--- src/design/bpc_pkg.sv ---
`default_nettype none
package bpc_pkg;

  localparam int DivStages = 64;
  localparam int QueueDepth = 2;
  localparam int QueueAw = $clog2(QueueDepth);

  localparam logic [63:0] FineOffset = 64'd128000;
  localparam logic [63:0] PresBase = 64'd1048576;
  localparam logic [63:0] PresScale = 64'd3125;
  localparam logic [63:0] OneQ47 = 64'h0000_8000_0000_0000;

  typedef enum logic [2:0] {
    REG_T1_T2 = 3'd0,
    REG_T3    = 3'd1,
    REG_P1_P2 = 3'd2,
    REG_P3_P4 = 3'd3,
    REG_P5_P6 = 3'd4,
    REG_P7_P8 = 3'd5,
    REG_P9    = 3'd6
  } reg_idx_e;

  typedef struct packed {
    logic [19:0] raw_pressure;
    logic [19:0] raw_temperature;
  } in_item_t;

  typedef struct packed {
    logic [31:0]        pressure_q24_8;
    logic signed [31:0] fine_temperature;
    logic               zero_divisor;
  } out_item_t;

  typedef struct packed {
    logic [15:0] t1;
    logic [15:0] t2;
    logic [15:0] t3;
    logic [15:0] p1;
    logic [15:0] p2;
    logic [15:0] p3;
    logic [15:0] p4;
    logic [15:0] p5;
    logic [15:0] p6;
    logic [15:0] p7;
    logic [15:0] p8;
    logic [15:0] p9;
  } cal_t;

  typedef struct packed {
    logic [19:0] raw_pressure;
    logic [31:0] fine_temperature;
  } mid_t;

  typedef struct packed {
    logic [31:0] fine_temperature;
    logic        zero_divisor;
  } side_t;

  function automatic logic [63:0] sx64(input logic [15:0] v);
    return {{48{v[15]}}, v};
  endfunction

  function automatic logic [31:0] sx32(input logic [15:0] v);
    return {{16{v[15]}}, v};
  endfunction

endpackage
`default_nettype wire

--- src/design/bpc_front.sv ---
`default_nettype none
module bpc_front (
  input  logic            clk_i,
  input  logic            rst_ni,
  input  logic            in_valid_i,
  output logic            in_stall_o,
  input  bpc_pkg::in_item_t in_data_i,
  input  bpc_pkg::cal_t   cal_i,
  output logic            mid_valid_o,
  output bpc_pkg::mid_t   mid_data_o,
  input  logic            mid_full_i
);
  import bpc_pkg::*;

  logic [3:0]  v_q;
  logic        en;
  logic [19:0] ap1_q, ap2_q, ap3_q, ap4_q;
  logic [31:0] d1_d, d2_d, d1_q, d2_q;
  logic [31:0] m1_q, m2_q;
  logic [31:0] tv1_q, m3_q;
  logic [31:0] m2s, tfine_d, tfine_q;

  assign en = !(v_q[3] && mid_full_i);
  assign in_stall_o = !en;

  always_comb begin
    d1_d = 32'(in_data_i.raw_temperature[19:3]) - {15'd0, cal_i.t1, 1'b0};
    d2_d = 32'(in_data_i.raw_temperature[19:4]) - {16'd0, cal_i.t1};
    m2s = 32'($signed(m2_q) >>> 12);
    tfine_d = tv1_q + 32'($signed(m3_q) >>> 14);
  end

  always_ff @(posedge clk_i or negedge rst_ni) begin
    if (!rst_ni) begin
      v_q <= '0;
    end else if (en) begin
      v_q <= {v_q[2:0], in_valid_i};
    end
  end

  always_ff @(posedge clk_i) begin
    if (en) begin
      ap1_q   <= in_data_i.raw_pressure;
      d1_q    <= d1_d;
      d2_q    <= d2_d;
      ap2_q   <= ap1_q;
      m1_q    <= d1_q * sx32(cal_i.t2);
      m2_q    <= d2_q * d2_q;
      ap3_q   <= ap2_q;
      tv1_q   <= 32'($signed(m1_q) >>> 11);
      m3_q    <= m2s * sx32(cal_i.t3);
      ap4_q   <= ap3_q;
      tfine_q <= tfine_d;
    end
  end

  assign mid_valid_o = v_q[3];
  assign mid_data_o  = '{raw_pressure: ap4_q, fine_temperature: tfine_q};

endmodule
`default_nettype wire

--- config.mk ---
export PLATFORM = sky130hd
export DESIGN_NAME = bpc_front
export DESIGN_NICKNAME = d
export VERILOG_FILES = /design/src/design/bpc_pkg.sv /design/src/design/bpc_front.sv
export SDC_FILE = /design/constraint.sdc
export NUM_CORES = 2
export LEC_CHECK = 0
export BUFFER_PORTS_ARGS = -buffer_cell sky130_fd_sc_hd__buf_2
export CORE_ASPECT_RATIO = 1.1
export CORE_MARGIN = 4
export CORE_UTILIZATION = 50
export CTS_BUF_LIST = sky130_fd_sc_hd__clkbuf_8
export CTS_CLUSTER_DIAMETER = 30
export DETAILED_ROUTE_END_ITERATION = 10
export PLACE_DENSITY = 0.72
export SLEW_MARGIN = 20
export SYNTH_ARGS = -nofsm -noshare
export SYNTH_HDL_FRONTEND = slang
export SYNTH_SLANG_ARGS = --single-unit
--- constraint.sdc ---
create_clock -name clk_i -period 10.8 [get_ports clk_i]
set_input_delay 2.16 -clock clk_i [delete_from_list [all_inputs] [get_ports clk_i]]
set_output_delay 2.16 -clock clk_i [all_outputs]
set_load 0.05 [all_outputs]
=== Word level (Yosys, flattened, before mapping) ===
Index checks and enable logic that the tools add are counted.

* Input bits: 236
* Bits in registers: 297
* Output and inout port bits: 54

* Add/sub/neg operators: 3
* Reduce and logical (&&, ||, !) cells: 1
* Multipliers: 3

{| class="wikitable"
|+ Operators with widths
! kind !! count
|-
| $mul A20 B16 Y32 || 1
|-
| $mul A32 B16 Y32 || 1
|-
| $mul A32 B32 Y32 || 1
|-
| $add A21 B18 Y22 || 1
|-
| $sub A17 B17 Y18 || 1
|-
| $sub A16 B16 Y17 || 1
|-
| $logic_and A1 B1 Y1 || 1
|}

=== Logic depth before layout (Yosys ltp) ===
* Depth after elaboration: 1
* Depth in mapped cells: 29
* Depth with buffers taken out: 27

=== Worst setup path before layout ===
Ideal clock, no wire load.

* Path type: input -> output
* Start: input port mid_full_i
* End: output port in_stall_o
* Arrival: 8,043 ps
* Path buffers: 0
* Slack: 597 ps
* Stages on the path: 2
* Cells stage by stage: nand2_1 inv_1

* Cells in the longest elaborated chain, start to end: 1

{| class="wikitable"
|+ Ends and longest elaborated chain
! element !! RTL line !! source
|-
| from (decl) || bpc_front.sv:11 || <nowiki>input logic mid_full_i</nowiki>
|-
| $logic_and A1 B1 Y1 || bpc_front.sv:23 || <nowiki>assign en = !(v_q[3] && mid_full_i);</nowiki>
|-
| to (decl) || bpc_front.sv:6 || <nowiki>output logic in_stall_o,</nowiki>
|}

Every way passes these cells.

==> run_results.csv <==
group,metric,value,unit
cts,root_buffer,"clkbuf_8",
setup_path,cp.required,11.15,ns
die,start_util,50.4,%
timing,slew_viol_final,0,
cts,h-tree-depth,2,
placement,post-dp-hpwl,67300,um
synthesis,synthCells,3810,
timing,grt_setup_unrepaired,"false",
hold_path,min_delay_path_depth,0,
die,die_x,275,um
timing,fin_hold_ws,0.403,ns
synthesis,synth_nets,5240,
cells_and_area,nets,5314,
setup_path,timing.rr.start,"d1_q[3]$_DFFE_PN_",
placement,place_inst,4869,
routing,via_per_inst,5.07,
global_route,grt_pass1_wl,142000,um
setup_path,startpoint_type,"flop",
routing,drc,0,
placement,routabilityCongestion,0.874,
timing,finalSetupViolations,0,
setup_path,rrSetupSlack,2.22,ns
setup_path,cp-end-kind,"flop",
setup_path,crit_fanout,21,
cts,cts_resized,0,
cts,clk_transition_reported_paths,0.07,ns
global_route,overflow,0,
setup_path,crit_arrival,8.92,ns
die,die_area,82700,um^2
synthesis,ys_seq_area_share,15.6,%
routing,dr.pass1.iters,5,
cells_and_area,drive_gt1_share,6.71,%
timing,setup_ws,2.22,ns
timing,min_period_over_period,79.4,%
cts,clk_path_buf_depth,3,
setup_path,crit-reg2reg-capture,"m2_q[31]$_DFFE_PN_",
synthesis,ys_async_sr_fraction,1.96,%
global_route,grt_pass1_vias,28400,
timing,clock_skew,0.0388,ns
die,coreArea,77500,um^2
synthesis,ys_types,62,
global_route,grt_max_degree,149,
synthesis,netlist_area,39100,um^2
die,fp.dieH,301,um
cts,clock_latency,0.65,ns
timing,hold_violations,0,
global_route,grt_util_met1,26.7,%
global_route,grt_util_met2,39.4,%
die,io_pins,290,
run,cap_violations,0,
hold_path,hold_class,"reg -> reg",
cells_and_area,stdcell_count,4959,
setup_path,cpPeakStageDelay,0.85,ns
placement,pre_cts_ws,2.23,ns
timing,min_period,8.58,ns
cells_and_area,final_cell_mix,"inv_1, fa_1, nand2_1, ha_1, and2_1",
cts,cts_buffers,48,
timing,fin_setup_tns,0,ns
hold_path,hp-start,"ap3_q[17]$_DFFE_PN_",
synthesis,synth_area_per_cell,10.3,um^2
cts,hold_buffers,0,
placement,place.port_buffers,142,
setup_path,critPathSlowestCell,"edfxtp_1",
global_route,grt.total_usage,21.5,%
status,status,"completed",
timing,relSlewSlack,32.3,%
routing,drt-initial-drc-count,1107,
timing,fmax,117,MHz
synthesis,synth_edf_count,200,
routing,drt_wl_total,83500,um
routing,vias,25200,
global_route,top_usage_layer,"met2",
die,fp-row-count,107,
setup_path,reg2reg_depth,25,
global_route,antenna_found_initial,7,
routing,drtAntennaViolNets,0,
cts,cts_tree,"built",
hold_path,min_to,"ap4_q[17]$_DFFE_PN_",
setup_path,cp_common_cell,"fa_1",
global_route,use_met3,2.40,%
synthesis,ys.flop_type,"edfxtp_1",
cells_and_area,final_common_cell,"inv_1",
timing,tightest_slew,1.02,ns
synthesis,ys_warn_count,0,
routing,avgRoutedWirePerCell,16.8,um
cells_and_area,synthToLayoutAreaGrowth,6.77,%
cts,post_cts_buffers,0,
cts,cts_sinks,204,
synthesis,ys_seq_elements,204,
setup_path,crit_type,"reg -> reg",
[state kept, by name (all words and copies together), names as in the netlist]
register and flops:
tfine_q 22, m2_q 20, v_q 4, ap1_q 20, ap2_q 20, d1_q 18
tv1_q 21, m3_q 18, ap3_q 20, m1_q 21, ap4_q 20
[layout make-up]
cell class / count / area (um^2)
diodes: 2 / 5.00
clock buffers: 51 / 702
clock inverters: 37 / 310
fillers: 6820 / 35800
inverters: 1009 / 3790
multi-input cells: 2455 / 28600
flip-flops and latches: 204 / 6110
well taps: 1035 / 1290
repair buffers: 166 / 903
[worst max-delay path: cells and delay by family, from the launching register on]
kind                       cells  cell delay (ns)
adders and majority gates      9             3.84
AOI/OAI and AO/OA              7             1.87
buffers and inverters          5             0.64
and+or+nand+nor                4             1.06
DFF                            1             0.85
[Yosys cell counts, types with 7 or more instances]
master	number	area, um^2
buf_4	10	75.1
o21ai_0	35	175
clkbuf_1	130	488
xnor2_1	119	1040
nand4_1	7	43.8
fa_1	866	17300
nand2_1	406	1520
edfxtp_1	200	6010
a21oi_1	56	280
nor2_1	70	263
ha_1	328	4100
nor2b_1	19	119
nor3_1	20	100
o21a_1	13	97.6
a21o_1	25	188
nand2b_1	33	206
xor2_1	33	289
inv_1	1008	3780
and2_1	318	1990
nand3_1	10	50.1
[cell families after synthesis]
| kind of cell | after synthesis | share of synthesized area (%) |
|---|---|---|
| DFF | 204 | 15.6 |
| muxes | 4 | 0.112 |
| xor gates and xnor gates | 152 | 3.41 |
| adders and majority gates | 1194 | 54.8 |
| AOI/OAI and AO/OA | 196 | 3.38 |
| buffers and inverters | 1151 | 11.2 |
| and+or+nand+nor | 909 | 11.5 |
[routing by layer]
metal  wire length (um)  vias to the layer above
li1                   -                    11400
met1              32700                    13100
met2              44700                      564
met3               3450                      147
met4               2590                        6
met5                 34                        -
[worst max-delay path by stage]
| stage | from | endpoint | slack [ns] | cells past startpoint |
|---|---|---|---|---|
| 2_1_floorplan | mid_full_i | in_stall_o | 0.60 | 2 |
| 3_3_place_gp | cal_i[164] | m1_q[31]$_DFFE_PN_ | 2.27 | 21 |
| 3_5_place_dp | cal_i[164] | m1_q[26]$_DFFE_PN_ | 2.23 | 21 |
| 4_1_cts | d1_q[3]$_DFFE_PN_ | m2_q[31]$_DFFE_PN_ | 2.18 | 25 |
| 5_1_grt | d1_q[3]$_DFFE_PN_ | m2_q[31]$_DFFE_PN_ | 1.87 | 24 |
| 6_report | d1_q[3]$_DFFE_PN_ | m2_q[31]$_DFFE_PN_ | 2.22 | 25 |
[stage by stage]
| step | util [%] | area [um^2] |
|---|---|---|
| after floorplan | - | 39100 |
| after CTS | 53.8 | 41700 |
| after global routing | 53.8 | 41700 |
| after detailed placement | 52.5 | 40700 |
| after global placement | 52.5 | 40700 |
| final | 53.8 | 41700 |
Power is left out: the tool's default activity adds up to more than one toggle a clock period on the data nets, which glitch-free logic cannot reach.
