### src/design/bpc_pkg.sv
`default_nettype none
package bpc_pkg;

  localparam int DivStages = 64;
  localparam int QueueDepth = 2;
  localparam int QueueAw = $clog2(QueueDepth);

  localparam logic [63:0] FineOffset = 64'd128000;
  localparam logic [63:0] PresBase = 64'd1048576;
  localparam logic [63:0] PresScale = 64'd3125;
  localparam logic [63:0] OneQ47 = 64'h0000_8000_0000_0000;

  typedef enum logic [2:0] {
    REG_T1_T2 = 3'd0,
    REG_T3    = 3'd1,
    REG_P1_P2 = 3'd2,
    REG_P3_P4 = 3'd3,
    REG_P5_P6 = 3'd4,
    REG_P7_P8 = 3'd5,
    REG_P9    = 3'd6
  } reg_idx_e;

  typedef struct packed {
    logic [19:0] raw_pressure;
    logic [19:0] raw_temperature;
  } in_item_t;

  typedef struct packed {
    logic [31:0]        pressure_q24_8;
    logic signed [31:0] fine_temperature;
    logic               zero_divisor;
  } out_item_t;

  typedef struct packed {
    logic [15:0] t1;
    logic [15:0] t2;
    logic [15:0] t3;
    logic [15:0] p1;
    logic [15:0] p2;
    logic [15:0] p3;
    logic [15:0] p4;
    logic [15:0] p5;
    logic [15:0] p6;
    logic [15:0] p7;
    logic [15:0] p8;
    logic [15:0] p9;
  } cal_t;

  typedef struct packed {
    logic [19:0] raw_pressure;
    logic [31:0] fine_temperature;
  } mid_t;

  typedef struct packed {
    logic [31:0] fine_temperature;
    logic        zero_divisor;
  } side_t;

  function automatic logic [63:0] sx64(input logic [15:0] v);
    return {{48{v[15]}}, v};
  endfunction

  function automatic logic [31:0] sx32(input logic [15:0] v);
    return {{16{v[15]}}, v};
  endfunction

endpackage
`default_nettype wire

### src/design/bpc_queue.sv
`default_nettype none
module bpc_queue (
  input  logic          clk_i,
  input  logic          rst_ni,
  input  logic          push_i,
  input  bpc_pkg::mid_t data_i,
  output logic          full_o,
  input  logic          pop_i,
  output logic          valid_o,
  output bpc_pkg::mid_t data_o
);
  import bpc_pkg::*;

  mid_t                 mem_q [QueueDepth];
  logic [QueueAw-1:0]   wr_q, rd_q;
  logic [QueueAw:0]     cnt_q;
  logic                 do_push, do_pop;

  assign full_o  = (cnt_q == (QueueAw+1)'(QueueDepth));
  assign valid_o = (cnt_q != '0);
  assign data_o  = mem_q[rd_q];
  assign do_push = push_i && !full_o;
  assign do_pop  = pop_i && valid_o;

  always_ff @(posedge clk_i or negedge rst_ni) begin
    if (!rst_ni) begin
      wr_q  <= '0;
      rd_q  <= '0;
      cnt_q <= '0;
    end else begin
      if (do_push) begin
        wr_q <= wr_q + 1'b1;
      end
      if (do_pop) begin
        rd_q <= rd_q + 1'b1;
      end
      cnt_q <= cnt_q + (QueueAw+1)'(do_push) - (QueueAw+1)'(do_pop);
    end
  end

  always_ff @(posedge clk_i) begin
    if (do_push) begin
      mem_q[wr_q] <= data_i;
    end
  end

endmodule
`default_nettype wire

### config.mk
export PLATFORM = sky130hd
export DESIGN_NAME = bpc_queue
export DESIGN_NICKNAME = d
export VERILOG_FILES = /design/src/design/bpc_pkg.sv /design/src/design/bpc_queue.sv
export SDC_FILE = /design/constraint.sdc
export NUM_CORES = 1
export LEC_CHECK = 0
export BUFFER_PORTS_ARGS = -buffer_cell sky130_fd_sc_hd__buf_2
export CAP_MARGIN = 0
export CORE_ASPECT_RATIO = 1.25
export CORE_MARGIN = 2
export CORE_UTILIZATION = 58
export CTS_BUF_LIST = sky130_fd_sc_hd__clkbuf_2
export CTS_CLUSTER_SIZE = 40
export DETAILED_ROUTE_END_ITERATION = 6
export PLACE_DENSITY = 0.87
export SLEW_MARGIN = 20
export SYNTH_ARGS = -nofsm -noshare
export SYNTH_HDL_FRONTEND = slang
export SYNTH_SLANG_ARGS = --single-unit
### constraint.sdc
create_clock -name clk_i -period 7.8 [get_ports clk_i]
set_input_delay 1.95 -clock clk_i [delete_from_list [all_inputs] [get_ports clk_i]]
set_output_delay 1.95 -clock clk_i [all_outputs]
set_load 0.005 [all_outputs]
* After elaboration in Yosys (flattened, before gate mapping)
Memory sizes are Yosys's and may differ from the RTL's.
Cells that the tools add are included.
** Storage, ports and cells
- Word-level logic and storage cells :: 15
- Memories kept :: 1
- Bits in writable memories :: 104
- Output and inout bits :: 54
- Input bits :: 56
- Register bits :: 4
** Memory list
- mem_q :: depth 2, bits a word 52, read ports 1, clocked after Yosys merged registers in 0, write ports 1, RTL line bpc_queue.sv:14 : mid_t mem_q [QueueDepth];
** Operators by class
- Add/sub/neg operators :: 4
- Mux-type cells :: 2
- Reduce and logical (&&, ||, !) cells :: 4
- Equality and inequality tests :: 1
** Operators with widths (number)
- $add 1x1->1 const B :: 2
- $add 2x1->2 :: 1
- $eq 2x2->1 const B :: 1
- $logic_and 1x1->1 :: 2
- $mux 1 :: 2
- $reduce_bool 2->1 :: 1
- $sub 2x1->2 :: 1
- $logic_not 1->1 :: 1

* Logic depth before layout (Yosys ltp)
- Word-level depth :: 5
- Mapped depth :: 7
- Gate-level depth less buffers :: 7

* Worst setup path after synthesis
No wires, ideal clock.
- Path kind :: input to register
- Start point :: input push_i
- End point :: memory mem_q[0][0] in the netlist's numbering (enable)
- Library setup time :: 0.462 ns
- Data required time :: 7.338 ns
- Stages :: 2
- Slack :: 3.114 ns
- Data arrival time :: 4.225 ns
- Path buffers :: 0
- Cells stage by stage :: nand2_1 nor2_1
** On the way
- Cells in the longest elaborated chain, start to end :: 3
** RTL lines
- start, declared :: RTL line bpc_queue.sv:5 : input logic push_i,
- $logic_and 1x1->1 :: RTL line bpc_queue.sv:22 : assign do_push = push_i && !full_o;
- $mux 1 :: RTL line bpc_queue.sv:42 : if (do_push) begin
- $mux 1 (implied by the code) :: RTL line bpc_queue.sv:43 : mem_q[wr_q] <= data_i;
- end, declared :: RTL line bpc_queue.sv:14
No other way between the ends.

==> impl_metrics.env <==
export IMPL_cts_setup_buffers=0
export IMPL_seq_area_frac_synth_pct=77.4
export IMPL_endpoint_kind="primary output"
export IMPL_rsz0062_at_grt="no"
export IMPL_use_met2_pct=28.8
export IMPL_n_antenna_cell=0
export IMPL_grt_usage_pct=16.5
export IMPL_initial_core_util_pct=59.7
export IMPL_wire_per_inst_um=16.3
export IMPL_cts_buffers=9
export IMPL_fin_nets=354
export IMPL_drive_gt1_share_pct=60.7
export IMPL_syn_nets=238
export IMPL_reg2reg_to="mem_q[0][8]"
export IMPL_dr_pass1_iters=4
export IMPL_min_path_type="reg -> reg"
export IMPL_start_kind="register"
export IMPL_io_pins=110
export IMPL_worst_slew_pin_slew_ns=0.947
export IMPL_final_max_slew_viol_count=0
export IMPL_synth_warnings=0
export IMPL_coreArea_um2=6980
export IMPL_drt_iter0_markers=97
export IMPL_cts_max_path_buffers=2
export IMPL_setup_tns_ns=0
export IMPL_antenna_found_initial=0
export IMPL_setup_violations=0
export IMPL_grt_start_max_net_pins=54
export IMPL_fin_crit_sh_pct=52.9
export IMPL_swShare_pct=27.3
export IMPL_dpl_hpwl_mm=4.30
export IMPL_htree_levels=3
export IMPL_via_count=1944
export IMPL_relSlewSlack_pct=36.9
export IMPL_grt_busiest_layer="met2"
export IMPL_final_area_um2=4910
export IMPL_outcome="finished, final reports clean"
export IMPL_synth_edf_count=104
export IMPL_pwr_share_clk_pct=15.8
export IMPL_finalWirelength_mm=6.36
export IMPL_arrival_ns=2.17
export IMPL_p_seq_share_pct=53.8
export IMPL_synth_area_leaders="edfxtp_1, mux2_4, dfrtp_1, buf_6, mux2_2"
export IMPL_fmax_mhz=243
export IMPL_powerDensity_nw_per_um2=341
export IMPL_cts_tree="built"
export IMPL_vdd_drop_max_uv=391
export IMPL_synth_top_cells_by_count="edfxtp_1, mux2_4, buf_6"
export IMPL_grt_overflow_total=0
export IMPL_avgSynthCellArea_um2=23.1
export IMPL_yosysTopAreaCell="edfxtp_1"
export IMPL_clkSinkCount=108
export IMPL_r2r_start="cnt_q[1]"
export IMPL_avgViaCountPerCell=4.98
export IMPL_fin_cells=390
export IMPL_met1_usage_pct=18.4
export IMPL_cp_data_required_time_ns=5.85
export IMPL_grt_util_met3_pct=3.39
export IMPL_r2r_setup_slack_ns=5.72
export IMPL_row_count=34
export IMPL_timing_hold_violations_final=0
export IMPL_synthArstFlopShare_pct=3.70
export IMPL_root_buffer="clkbuf_2"
export IMPL_ys_ff_latch=108
export IMPL_yosys_area_top_type_share_pct=75.0
export IMPL_syn_inst=180
export IMPL_cts_reportedPaths_clkPinSlew_ns=0.24
export IMPL_combPwrFrac_pct=30.4
export IMPL_crit_type="reg -> out"
export IMPL_post_route_util_pct=70.4
export IMPL_hold_buffers=0
export IMPL_grt_pass1_wl_mm=9.46
export IMPL_synthFlopType="edfxtp_1"
export IMPL_drv_cap=0
export IMPL_syn_area_um2=4160
export IMPL_die_width_um=79.8
export IMPL_drc=0
export IMPL_synth_most_common_cell="edfxtp_1"
export IMPL_clk_latency_ns=0.51
export IMPL_die_area_um2=7880
export IMPL_io_buffers=109
export IMPL_crit_fanout=53
export IMPL_gp_congestion=0.684
export IMPL_cts_resized=0
export IMPL_internal_power_mw=1.22
export IMPL_leakagePower_nw=2.00
export IMPL_area_growth_pct=17.9
export IMPL_synthDistinctLibCells=15
export IMPL_postRouteAntennaNets=0
export IMPL_p_sw_mw=0.458
export IMPL_die_y_um=98.7
export IMPL_period_minus_slack_ns=4.12
export IMPL_r2r_cells=4
export IMPL_critPathCapture="data_o[47]"
export IMPL_placed_cells=375
export IMPL_crit_start="rd_q"
export IMPL_fin_skew_ns=0.0254
export IMPL_grt_pass1_vias=2014
export IMPL_placed_area_um2=4780
[metal layers]
| metal | wire (um) | vias up |
|---|---|---|
| met5 | 0 | - |
| met4 | 170 | 0 |
| met1 | 2380 | 939 |
| met3 | 307 | 12 |
| met2 | 3500 | 63 |
| li1 | - | 930 |
[power groups by stage]
| stage | Sequential, mW | Clock [mW] | Combinational (mW) |
|---|---|---|---|
| 6_report | 0.901 | 0.265 | 0.508 |
| 5_1_grt | 0.919 | 0.292 | 0.549 |
| 4_1_cts | 0.905 | 0.270 | 0.517 |
| 3_5_place_dp | 0.920 | 0 | 0.515 |
| 3_3_place_gp | 0.908 | 0 | 0.504 |
| 2_1_floorplan | 0.839 | 0 | 0.416 |
[state kept, by name (all words and copies together) (netlist names)]
name   flops
mem_q    104
wr_q       1
cnt_q      2
rd_q       1
[final cells by class]
cell class / instances / area, um2
clock buffers: 10 / 50.0
clock inverters: 5 / 77.6
fillers: 475 / 2070
inverters: 2 / 7.51
multi-input cells: 64 / 873
flip-flops and latches: 108 / 3230
well taps: 90 / 113
repair buffers: 111 / 561
[logic make-up after synthesis]
group | Yosys count | synth area share (%)
and+or+nand+nor | 6 | 0.842
adders and majority gates | 2 | 0.601
xor gates and xnor gates | 4 | 0.842
muxes | 52 | 18.5
DFF | 108 | 77.4
buffers and inverters | 8 | 1.80
[how the worst min path moves through the flow]
stage | from | end | slack, ns | depth (start not counted)
floorplan | cnt_q[1] | cnt_q[1] | 0.46 | 1
global placement | cnt_q[1] | cnt_q[1] | 0.48 | 1
detailed placement | cnt_q[1] | cnt_q[1] | 0.52 | 1
CTS | cnt_q[1] | cnt_q[1] | 0.55 | 1
global route | cnt_q[1] | cnt_q[1] | 0.56 | 1
finish | cnt_q[1] | cnt_q[1] | 0.54 | 1
[stage by stage]
step | total power, mW | hold slack [ns] | setup WS (ns)
final | 1.67 | 0.538 | 3.68
after global routing | 1.76 | 0.564 | 3.50
after CTS | 1.69 | 0.548 | 3.60
after detailed placement | 1.44 | 0.518 | 4.24
after global placement | 1.41 | 0.479 | 4.24
after floorplan | 1.26 | 0.460 | 3.11
[worst max-delay path, cell delays in order (launching register included)]
cell	delay, ns
dfrtp_4	1.11
mux2_2	0.41
buf_2	0.12
[placed cells by master, fill, tap and decap left out, drive strengths merged]
| cell | instances |
|---|---|
| and2 | 1 |
| and3 | 1 |
| buf | 111 |
| bufinv | 2 |
| clkbuf | 10 |
| clkinv | 2 |
| clkinvlp | 1 |
| dfrtp | 4 |
| edfxtp | 104 |
| ha | 2 |
| inv | 2 |
| mux2 | 52 |
| nand2 | 1 |
| nand2b | 1 |
| nor2 | 1 |
| or2 | 1 |
| xnor2 | 3 |
| xor2 | 1 |
Power figures use the tool's default switching activity.
